===== config.mk =====
export PLATFORM = sky130hd
export DESIGN_NAME = csz_subtract
export DESIGN_NICKNAME = d
export VERILOG_FILES = /design/src/design/csz_pkg.sv /design/src/design/csz_subtract.sv
export SDC_FILE = /design/constraint.sdc
export NUM_CORES = 1
export LEC_CHECK = 0
export BUFFER_PORTS_ARGS = -buffer_cell sky130_fd_sc_hd__clkbuf_2
export CORE_ASPECT_RATIO = 1.1
export CORE_MARGIN = 4
export CORE_UTILIZATION = 43
export DETAILED_ROUTE_END_ITERATION = 12
export GPL_TIMING_DRIVEN = 0
export PLACE_DENSITY = 0.77
export RECOVER_POWER = 25
export REMOVE_ABC_BUFFERS = 1
export SYNTH_ARGS = -nofsm -noshare
export SYNTH_HDL_FRONTEND = slang
export SYNTH_SLANG_ARGS = --single-unit

===== constraint.sdc =====
create_clock -name vclk -period 4.52
set_input_delay 0.226 -clock vclk [all_inputs]
set_output_delay 0.226 -clock vclk [all_outputs]
set_load 0.02 [all_outputs]

===== src/design/csz_pkg.sv =====
// Shared constants, status codes and types of the column z-score standardiser.
`default_nettype none
package csz_pkg;
   localparam int MAX_SAMPLES   = 64;
   localparam int FRACTION_BITS = 12;
   localparam int SCALE_SHIFT   = 2 * FRACTION_BITS;
   localparam int ADDR_W        = $clog2(MAX_SAMPLES);
   localparam int CNT_W         = $clog2(MAX_SAMPLES + 1);
   localparam int SAMPLE_W      = 16;
   localparam int SUM_W         = 22;
   localparam int SQ_W          = 37;
   localparam int PROD_W        = 44;
   localparam int Q_W           = 43;
   localparam int NQ_W          = Q_W + CNT_W;
   localparam int NUM_W         = NQ_W + SCALE_SHIFT;
   localparam int ROOT_W        = NUM_W / 2;
   localparam int UNIT_W        = ROOT_W + 4;
   localparam int DIFF_W        = 24;
   localparam int MAG_W         = 23;
   localparam int ZNUM_W        = MAG_W + SCALE_SHIFT;
   localparam int STEP_W        = $clog2(NUM_W + 1);
   localparam int Z_W           = 17;

   localparam logic [1:0] STATUS_OK   = 2'd0;
   localparam logic [1:0] STATUS_SAT  = 2'd1;
   localparam logic [1:0] STATUS_FEW  = 2'd2;
   localparam logic [1:0] STATUS_FLAT = 2'd3;

   typedef struct packed {
      logic                       en;
      logic [ADDR_W-1:0]          addr;
      logic signed [SAMPLE_W-1:0] data;
   } csz_wr_type;
endpackage
`default_nettype wire


===== src/design/csz_subtract.sv =====
// Shared compare-and-subtract unit used by every division and square-root step.
`default_nettype none
module csz_subtract import csz_pkg::*; (
   input  wire logic [UNIT_W-1:0] a,
   input  wire logic [UNIT_W-1:0] b,
   output logic                   ge,
   output logic [UNIT_W-1:0]      diff
);
   logic borrow;

   assign {borrow, diff} = {1'b0, a} - {1'b0, b};
   assign ge = !borrow;
endmodule
`default_nettype wire


==> results.json <==
{
  "status": "complete, no violations",
  "ctsHoldBuffers": 0,
  "setup_viol": 0,
  "dp_hpwl_um": 5560,
  "mostFrequentLayoutCells": "clkbuf_2, inv_1, a21oi_1, ha_1",
  "ys_warn_count": 0,
  "cp_cell_sequence": "clkbuf_2, inv_1, ha_1, inv_1, fa_1, a211oi_1, o211ai_2, a211oi_2, o41ai_2, a31o_1, a211oi_2, nand2_1, a41oi_2, xnor2_1, clkbuf_2",
  "gp_congestion": 0.876,
  "die_h_um": 85.7,
  "tns_ns": 0,
  "totalPowerFinal_mw": 0.560,
  "die-width_um": 78.7,
  "grt_overflow": 0,
  "coreArea_sq_um": 5360,
  "route.vias.total": 2710,
  "postRouteAntennaNets": 0,
  "initial_core_util": 0.440,
  "grt_pass1_vias": 2576,
  "rows": 28,
  "synth-seq-area-share": 0,
  "vias_per_cell": 5.11,
  "yosysTopAreaCell": "ha_1",
  "grt_pass1_wl_um": 10500,
  "grt_max_degree": 10,
  "cp-end-kind": "output pin",
  "start_kind": "input port",
  "leakage_nw": 1.66,
  "area_delta_synth_final_pct": 26.3,
  "wire_per_inst_um": 11.8,
  "worst-setup-path-type": "input port to output pin",
  "final_nets": 581,
  "grt.total_usage": 0.178,
  "critPathArrivalTime_ns": 3.19,
  "antenna_found_initial": 0,
  "drive_gt1_frac": 0.292,
  "yosys.area.top_type_share": 0.217,
  "post-place-ws_ns": 1.12,
  "worstPathMaxFanout": 3,
  "hold_depth": 4,
  "design.seq.count": 0,
  "finalWirelength_um": 6240,
  "drc": 0,
  "worstMarginPinSlew_ns": 0.594,
  "first_pass_iters": 4,
  "clock_buffers": 0,
  "slowest_stage": "fa_1",
  "clock.fmax_mhz": 293,
  "io_buffers": 124,
  "finalMaxSlewViolations": 0,
  "final_common_cell": "clkbuf_2",
  "ios": 124,
  "drv_cap": 0,
  "first_iter_violations": 116,
  "synthTopCellsByArea": "ha_1, a21oi_1, xnor2_1",
  "period_needed_ns": 3.41,
  "worst-path-buf-inv": 4,
  "slowest_delay_ns": 0.42,
  "hold_violations": 0,
  "register_area_sq_um": 0,
  "dieArea_sq_um": 6740,
  "antenna_cells": 0,
  "hold_path.class": "input port to output pin",
  "post_cts_buffers": 0,
  "hold_path.startpoint": "b[0]",
  "timing.final.ws_setup_ns": 1.11,
  "p_per_area_nw_per_um2": 188,
  "critPathTopFamily": "compound AO/OA/AOI/OAI gates",
  "rsz0062_at_grt": "false",
  "whs_ns": 0.818,
  "hold_end": "diff[0]",
  "crit_required_ns": 4.29,
  "avgSynthCellArea_sq_um": 6.94,
  "slew_headroom": 0.602,
  "netlist_instances": 340,
  "finalCritPeriodShare": 0.755,
  "synth_area_sq_um": 2360,
  "synth.distinct_cells": 50,
  "ctsResizeCount": 0,
  "ir_worst_vdd_mv": 0.0919
}
==> synth_stat cells (2+ instances only) <==
| cell type | n |
|---|---|
| nand3_1 | 10 |
| a21boi_0 | 2 |
| a31o_1 | 4 |
| a211oi_1 | 2 |
| a21oi_2 | 2 |
| buf_4 | 4 |
| nand4_1 | 10 |
| xnor2_1 | 23 |
| nand2b_1 | 4 |
| a31oi_1 | 3 |
| and4_1 | 2 |
| o21bai_1 | 4 |
| a211oi_2 | 2 |
| o211ai_1 | 2 |
| a211o_1 | 2 |
| nor2_1 | 10 |
| a21oi_1 | 45 |
| nor3_1 | 3 |
| a21o_1 | 15 |
| inv_1 | 50 |
| ha_1 | 41 |
| buf_6 | 4 |
| o21ai_1 | 8 |
| nand2_1 | 23 |
| xor2_1 | 16 |
| o21ai_2 | 3 |
| nor2b_1 | 6 |
| o21ai_0 | 18 |
==> metrics by stage <==
| step | std cells | instance area (sq um) | util |
|---|---|---|---|
| 2_1_floorplan | 331 | 2280 | - |
| 4_1_cts | 530 | 2990 | 0.558 |
| 6_report | 530 | 2980 | 0.556 |
| 3_5_place_dp | 530 | 2990 | 0.558 |
| 5_1_grt | 530 | 2980 | 0.556 |
| 3_3_place_gp | 530 | 2990 | 0.558 |
==> report_power, final <==
group          total, mW  leakage [nW]  internal, mW  switching [mW]
Clock                  0             0             0               0
Sequential             0             0             0               0
Combinational      0.560          1.66         0.219           0.342
==> worst max-delay path by stage <==
| stage | startpoint | end | slack, ns | depth (start not counted) |
|---|---|---|---|---|
| floorplan | a[0] | diff[32] | 1.49 | 13 |
| global placement | a[0] | diff[40] | 1.13 | 15 |
| detailed placement | a[0] | diff[40] | 1.12 | 15 |
| CTS | a[0] | diff[40] | 1.11 | 15 |
| global route | a[0] | diff[40] | 0.83 | 15 |
| finish | a[0] | diff[40] | 1.11 | 15 |
==> cells by family (layout without fill, tap and decap cells) <==
| kind of cell | Yosys count | count (layout) | share of synthesized area |
|---|---|---|---|
| AND/OR/NAND/NOR | 75 | 75 | 0.162 |
| AO/OA/AOI/OAI | 125 | 125 | 0.353 |
| buffers and inverters | 59 | 174 | 0.114 |
| XOR/XNOR | 39 | 39 | 0.145 |
| adder cells (fa/ha/maj) | 42 | 42 | 0.226 |
==> metal layers <==
metal	track usage	vias up	routed length (um)
met4	0.0207	0	61
met5	0	-	0
met3	0.0189	4	381
met1	0.230	1184	2870
met2	0.324	74	2920
li1	-	1448	-
==> layout make-up <==
class	instances	area [sq um]
fill	548	2380
inverter	50	188
multi-input combinational	281	2090
tap	75	93.8
timing repair buffer	124	611
No activity file was read; power rests on OpenSTA's default activity.
