**src/design/csz_pkg.sv**
```systemverilog
// Shared constants, status codes and types of the column z-score standardiser.
`default_nettype none
package csz_pkg;
   localparam int MAX_SAMPLES   = 64;
   localparam int FRACTION_BITS = 12;
   localparam int SCALE_SHIFT   = 2 * FRACTION_BITS;
   localparam int ADDR_W        = $clog2(MAX_SAMPLES);
   localparam int CNT_W         = $clog2(MAX_SAMPLES + 1);
   localparam int SAMPLE_W      = 16;
   localparam int SUM_W         = 22;
   localparam int SQ_W          = 37;
   localparam int PROD_W        = 44;
   localparam int Q_W           = 43;
   localparam int NQ_W          = Q_W + CNT_W;
   localparam int NUM_W         = NQ_W + SCALE_SHIFT;
   localparam int ROOT_W        = NUM_W / 2;
   localparam int UNIT_W        = ROOT_W + 4;
   localparam int DIFF_W        = 24;
   localparam int MAG_W         = 23;
   localparam int ZNUM_W        = MAG_W + SCALE_SHIFT;
   localparam int STEP_W        = $clog2(NUM_W + 1);
   localparam int Z_W           = 17;

   localparam logic [1:0] STATUS_OK   = 2'd0;
   localparam logic [1:0] STATUS_SAT  = 2'd1;
   localparam logic [1:0] STATUS_FEW  = 2'd2;
   localparam logic [1:0] STATUS_FLAT = 2'd3;

   typedef struct packed {
      logic                       en;
      logic [ADDR_W-1:0]          addr;
      logic signed [SAMPLE_W-1:0] data;
   } csz_wr_type;
endpackage
`default_nettype wire

```
**src/design/csz_store.sv**
```systemverilog
// Sample memory with one write port and a registered read port.
`default_nettype none
module csz_store import csz_pkg::*; (
   input  wire logic                       clock,
   input  wire csz_wr_type                 wr,
   input  wire logic [ADDR_W-1:0]          rd_addr,
   output logic signed [SAMPLE_W-1:0]      rd_data
);
   logic signed [SAMPLE_W-1:0] mem [MAX_SAMPLES];
   logic signed [SAMPLE_W-1:0] rd_data_ff;

   always_ff @(posedge clock) begin
      if (wr.en) begin
         mem[wr.addr] <= wr.data;
      end
      rd_data_ff <= mem[rd_addr];
   end

   assign rd_data = rd_data_ff;
endmodule
`default_nettype wire
```
**config.mk**
```make
export PLATFORM = sky130hd
export DESIGN_NAME = csz_store
export DESIGN_NICKNAME = d
export VERILOG_FILES = /design/src/design/csz_pkg.sv /design/src/design/csz_store.sv
export SDC_FILE = /design/constraint.sdc
export NUM_CORES = 1
export LEC_CHECK = 0
export BUFFER_PORTS_ARGS = -buffer_cell sky130_fd_sc_hd__buf_4
export CORE_MARGIN = 1
export CORE_UTILIZATION = 45
export DETAILED_ROUTE_END_ITERATION = 10
export PLACE_DENSITY = 0.7
export SLEW_MARGIN = 5
export SYNTH_ARGS = -nofsm -noshare
export SYNTH_HDL_FRONTEND = slang
export SYNTH_SLANG_ARGS = --single-unit
```
**constraint.sdc**
```tcl
create_clock -name clock -period 2.4 [get_ports clock]
set_input_delay 0.48 -clock clock [delete_from_list [all_inputs] [get_ports clock]]
set_output_delay 0.48 -clock clock [all_outputs]
set_load 0.03 [all_outputs]
```
==> results.md, run 1 <==
* Cts hold-fix bufs at 0
* Most frequent CP cell: buf_4
* Worst-margin pin slew at 0.860 ns
* Fmax at 0.450 GHz
* Chip width at ~300 um
* R2R Path End: rd_data[12]$_DFF_P_
* Fin Clk Skew at 0.0210 ns
* Synth Flop Type: edfxtp_1
* CTS buffer count at between 90 and 100
* MaxCap Viol Count at 0
* Final worst-path cycle share at 92.5%
* Core area at 88200 um^2
* Drt wl/cell at about 28 um
* Worst vdd ir at around 0.59 mV
* Net count, final at 2145
* Initial antenna violation count at 7
* Ys Warns at 0
* Post-CTS Setup Bufs at 0
* Setup slack, reg-to-reg at 0.44 ns
* Synth Net Count at 1859
* Relative slew slack at 42.7%
* Number of buffers added on ports at 45
* Vias in the first global route at 19.9k
* Worst reg2reg path depth at 6
* Hold Crit Endpoint: mem[1][4]$_DFFE_PP_
* CP Capture Type: flip-flop
* Final hold viol count at 0
* Count of cell types in the netlist at 43
* Detailed Routing Iterations Pass 1 at 5
* Gate Count Post-Synth at 1829
* Required @ worst endpoint at 2.92 ns
* Synthesis-stage register bit count at 1040
* Most frequent cells in the layout: edfxtp_1, buf_4, mux4_2, clkbuf_16, mux2i_1
* CTS tree: yes
* Run status: complete, no violations
* I/O pin count at 46
* Placed cells at 3179
* Clk Latency, worst-skew pair at 0.66 ns
* GPL Wtd Cong at 0.864
* Finished Layout Cells at 3361
* Critical R2R Launch: mem[20][12]$_DFFE_PP_
* Total number of vias at slightly below 20k
* Gates resized, CTS repair at 0
* Clock Tree Buf Depth at 3
* CTS root buffer: clkbuf_16
* Async S/R FF share, synth at 0%
* Share of cells above drive strength 1 at 31.4%
* Startpoint types: input port
* Final wirelength at 93600 um
* Setup-failing EPs final at 0
* Sum Neg Setup Slack at 0 ns
* CP max-delay cell: a21oi_1
* FP Rows at roughly 110
* Fin crit period at 2.22 ns
* Starting Density at ~45%
* Synthesized area per cell at 21.9 um^2
* First-pass GRT wire length at roughly 140000 um
* Sink Count at between 1k and 1.5k
* Remaining DRCs at 0
* Final ANT Viol Nets at 0
* EDFF count, synth at 1024
* Clock transition at path regs at 0.06 ns
* Mapped cell area at 40000 um^2
* Hold Path Stages at 1
* Max-slew violations at 0
* P per Cell Area at 819 nW/um^2
* Largest stage delay, worst path at 0.53 ns
* Area Growth Syn to Fin at 17.2%
* Die Ht at 300 um
* GRT Residual Overflow at 0
* Largest net degree at the start of global routing at 65
* Total die area at roughly 90000 um^2
* Commonest non-fill, non-tap cell in the layout: edfxtp_1
* DP HPWL at 58100 um
* Critical path fanouts, max at 17
* Worst Hold Class: input port to flip-flop
* Hold Startpoint: wr[4]
* Register area share after synthesis at 77.6%
* Leakage at between 15 and 20 nW
* RSZ-0062 raised after global routing: false
* Via-per-instance ratio at 5.85
* Crit-path cells: clkbuf_8, buf_4, buf_4, mux4_1, mux2_2, a21oi_1, nor4_2
* Fill count at ~6.6k
* H-tree level count at 3
* WP data arrival at 2.74 ns
* Aggregate global-route resource usage at 21.1%
* Crit path kind: input port to flip-flop
* First DRT Iteration DRCs at around 2.2k
* Pwr Total at 38.4 mW
## cells in the mapped netlist, types with 4 or more instances
library cell	instances	area [um^2]
edfxtp_1	1024	30700
buf_12	5	100
buf_6	17	191
buf_4	13	97.6
nor2_1	72	270
and4_1	5	43.8
a211o_1	8	70.1
mux2i_1	85	851
a211oi_1	8	60.1
dfxtp_1	16	320
nand2_1	59	221
clkbuf_1	24	90.1
a21oi_1	17	85.1
nor2b_1	30	188
a221oi_1	16	140
a41oi_1	5	43.8
nand4_1	12	75.1
buf_2	36	180
nand3_1	24	120
mux4_2	220	4950
a221o_1	6	60.1
a22oi_1	39	293
a22o_1	6	52.6
a311oi_1	8	70.1
mux4_1	4	105
mux2_2	27	304
a31oi_1	8	50.1
o21ai_0	5	25.0
## worst max-delay path by stage
stage,from,to
floorplan,wr[21],mem[39][0]$_DFFE_PP_
global placement,rd_addr[2],rd_data[6]$_DFF_P_
detailed placement,rd_addr[2],rd_data[6]$_DFF_P_
CTS,rd_addr[2],rd_data[6]$_DFF_P_
global route,rd_addr[2],rd_data[6]$_DFF_P_
finish,rd_addr[2],rd_data[6]$_DFF_P_
## cell type report
type                            instances  area (um^2)  area share (%)
Tap cell                             1165         1460            3.11
Clock inverter                         46          631            1.34
Sequential cell                      1040        31100            66.2
Timing Repair Buffer                  289         2780            5.92
Multi-Input combinational cell        685         8250            17.6
Antenna cell                            5         12.5          0.0267
Clock buffer                          131         2720            5.80
## logic make-up (layout without fill, tap and decap cells)
logic type / Yosys count / after routing / share of synthesized area [%]
flip-flops: 1040 / 1040 / 77.6
multiplexers: 336 / 336 / 15.5
AND/OR/NAND/NOR: 220 / 220 / 2.65
buffers and inverters: 104 / 466 / 1.83
AO/OA/AOI/OAI: 129 / 129 / 2.41
other: 0 / 5 / 0
## power breakdown
group	total, mW	internal (mW)	switching [mW]
registers	20.2	20.1	0.0913
clock network	16.1	9.57	6.49
logic	2.15	0.882	1.27
total	38.4	30.6	7.85
## metal layers
metal,wire (um),track usage (%),share of wire (%),up-vias
met5,52,0,0.056,-
met4,2990,7.00,3.2,8
met3,8870,5.70,9.5,167
met2,44300,32.6,47,867
met1,37400,29.2,40,10364
li1,-,-,-,8257
## metrics by stage
step / util (%) / hold WS (ns) / setup slack (ns) / instance area (um^2)
after global placement: 49.4 / 0.871 / -0.363 / 43600
final: 53.2 / 0.265 / 0.180 / 46900
after CTS: 53.2 / 0.247 / 0.294 / 46900
after global routing: 53.2 / 0.255 / 0.229 / 46900
after detailed placement: 49.4 / 0.866 / -0.410 / 43600
after floorplan: - / 0.579 / -0.0378 / 40100
## critical path: cells and delay by family
family	cells	cell delay, ns
buffers and inverters	3	0.93
muxes	2	0.65
AOI/OAI and AO/OA	1	0.53
and+or+nand+nor	1	0.09
## sequential cells by signal, summed over array words and instances (netlist names)
name,cells
mem,1024
rd_data,16
Note: power is estimated with default switching activity, not from simulation.
==> run 2: changes to the inputs <==
CORE_UTILIZATION = 56   (was 45)
PLACE_DENSITY = 0.83   (was 0.7)
clock period = 1.95 ns   (was 2.4 ns; I/O delays follow)
==> run 2 against run 1 <==
  * Setup slack lost 0.27 ns
  * Final cell count is 6.2% lower
  * First-iteration DRC count rose by 47%
  * Critical endpoint is now rd_data[0]$_DFF_P_
  * Via count up 8.7%
  * The flow now finishes with violations (negative setup slack)
  * Sequential power up 23%
  * Design area is 1.5% higher
  * Hold slack got worse by 0.14 ns
  * Highest routed layer unchanged
  * Utilization up 14 points
  * Non-clock buffer count grew 14
==> results.md, run 2 (same netlist as run 1, synthesis figures left out) <==
* FP Rows at 97 (-11%)
* Fin crit period at 2.04 ns
* Fmax at 0.491 GHz
* CTS buffer count at 97 (-2.0%)
* DP HPWL at 62600 um (+7.8%)
* GRT Residual Overflow at 0 (unchanged)
* Clock Tree Buf Depth at 3 (unchanged)
* Largest net degree at the start of global routing at 65 (unchanged)
* Via-per-instance ratio at 6.78 (+16%)
* Fin area at 47600 um^2 (+1.5%)
* First-pass GRT wire length at 152000 um (+11%)
* P per Cell Area at 1010 nW/um^2 (+23%)
* Cts hold-fix bufs at 0 (unchanged)
* MaxCap Viol Count at 0 (unchanged)
* Critical path fanouts, max at 2 (-15)
* Starting Density at 56.9% (+12 points)
* Clk Latency, worst-skew pair at 0.67 ns (about the same)
* Critical path buffers and inverters at 0 (-3)
* Core area at 70400 um^2 (-20%)
* CP max-delay cell: mux4_2
* Worst Hold Class: input port to flip-flop
* Pwr Total at 47.9 mW (+25%)
* Largest Register: mem
* Final WS setup at -0.0874 ns (-0.267 ns)
* Fin Clk Skew at 0.0284 ns (+0.00737 ns)
* Crit path kind: flip-flop to flip-flop
* GPL Wtd Cong at 0.874 (+1.2%)
* RSZ-0062 raised after global routing: true
* Final ANT Viol Nets at 0 (unchanged)
* Share of cells above drive strength 1 at 34.3% (+2.9 points)
* Crit-path cells: mux4_2, mux2i_1, a22oi_1, a31oi_4, a311oi_1
* Number of buffers added on ports at 45 (unchanged)
* Remaining DRCs at 0 (unchanged)
* Required @ worst endpoint at 2.48 ns (-0.44 ns)
* Total die area at 72600 um^2 (-20%)
* Max reg flops at 1024 (unchanged)
* Final wirelength at 107000 um (+15%)
* Chip width at 269 um (-10%)
* Failing checks: negative setup slack
* Worst-margin pin slew at 0.913 ns (+0.0536 ns)
* Final worst-path cycle share at 104%
* WP data arrival at 2.57 ns (-0.17 ns)
* Area Growth Syn to Fin at 18.9%
* Total number of vias at 21.4k (+8.7%)
* Die Ht at 269 um (-10%)
* Startpoint types: flip-flop
* Relative slew slack at 39.0% (-3.7 points)
* Aggregate global-route resource usage at 29.3% (+8.2 points)
* CP Capture Type: flip-flop
* Worst vdd ir at 0.825 mV (+40%)
* CTS root buffer: clkbuf_16
* CTS tree: yes
* Sink Count at 1040 (unchanged)
* Initial antenna violation count at 6 (-1)
* Final hold viol count at 0 (unchanged)
* Net count, final at 2157 (+0.56%)
* Instance area after placement at 44000 um^2 (+1.1%)
* I/O pin count at 46 (unchanged)
* Crit path max-delay family: multiplexers
* Vias in the first global route at 21.8k (+9.3%)
* Max-slew violations at 0 (unchanged)
* Commonest non-fill, non-tap cell in the layout: edfxtp_1
* H-tree level count at 3 (unchanged)
* Sum Neg Setup Slack at -0.308 ns (-0.308 ns)
* Leakage at 15.4 nW (+1.6%)
* Run status: complete, but fails checks
* Drt wl/cell at 34.0 um (+22%)
* Largest stage delay, worst path at 0.48 ns (-0.05 ns)
* Most frequent cells in the layout: edfxtp_1, mux4_2, buf_4, clkbuf_16, buf_12
* Detailed Routing Iterations Pass 1 at 6 (+1)
* Clock transition at path regs at 0.07 ns (about the same)
* Setup-failing EPs final at 8 (+8)
* Fill count at 3953 (-40%)
* First DRT Iteration DRCs at 3305 (+47%)
==> run 2: final cells by class <==
type,instances,area (um^2),area share [%]
sequential,1040,31100,65.3
multi-input combinational,685,8470,17.8
timing repair buffer,303,3480,7.31
clock buffer,111,2540,5.34
tap,940,1180,2.47
clock inverter,70,855,1.80
antenna,3,7.51,0.0158
==> run 2: path summary, 6_finish.rpt <==
| check | start | endpoint | slack, ns | depth (start not counted) |
|---|---|---|---|---|
| worst min register to register | mem[57][14]$_DFFE_PP_ | rd_data[14]$_DFF_P_ | 0.93 | 5 |
| worst min-delay path | wr[7] | mem[34][7]$_DFFE_PP_ | 0.13 | 1 |
| worst max register to register | mem[0][0]$_DFFE_PP_ | rd_data[0]$_DFF_P_ | -0.09 | 5 |
| worst max-delay path | mem[0][0]$_DFFE_PP_ | rd_data[0]$_DFF_P_ | -0.09 | 5 |
==> run 2: power breakdown <==
| group | switching, mW | leakage (nW) | internal (mW) |
|---|---|---|---|
| clock network | 8.40 | 1.64 | 11.8 |
| logic | 1.76 | 4.44 | 1.16 |
| registers | 0.0954 | 9.35 | 24.7 |
==> run 2: repair_timing <==
action | 4_1_cts | 5_1_grt
setup endpoints to repair | 6 | 11
setup buffers | 0 | 0
pin swaps | 4 | 9
gates cloned | 0 | 1
gates resized for setup | 10 | 19
==> run 2: routing by layer <==
| layer | share of wire [%] | global-route usage (%) |
|---|---|---|
| met5 | 0.059 | 0 |
| met4 | 5.5 | 13.8 |
| met3 | 12 | 6.18 |
| met2 | 49 | 48.0 |
| met1 | 33 | 38.0 |
==> run 2: per-stage QoR <==
step	utilization [%]	hold WS, ns	cells	worst slack [ns]
floorplan	-	0.489	1829	-0.398
global placement	62.5	0.810	2967	-0.725
detailed placement	62.5	0.820	2967	-0.743
CTS	67.4	0.106	3148	-0.00355
global route	67.6	0.129	3149	-0.0582
finish	67.6	0.130	3152	-0.0874
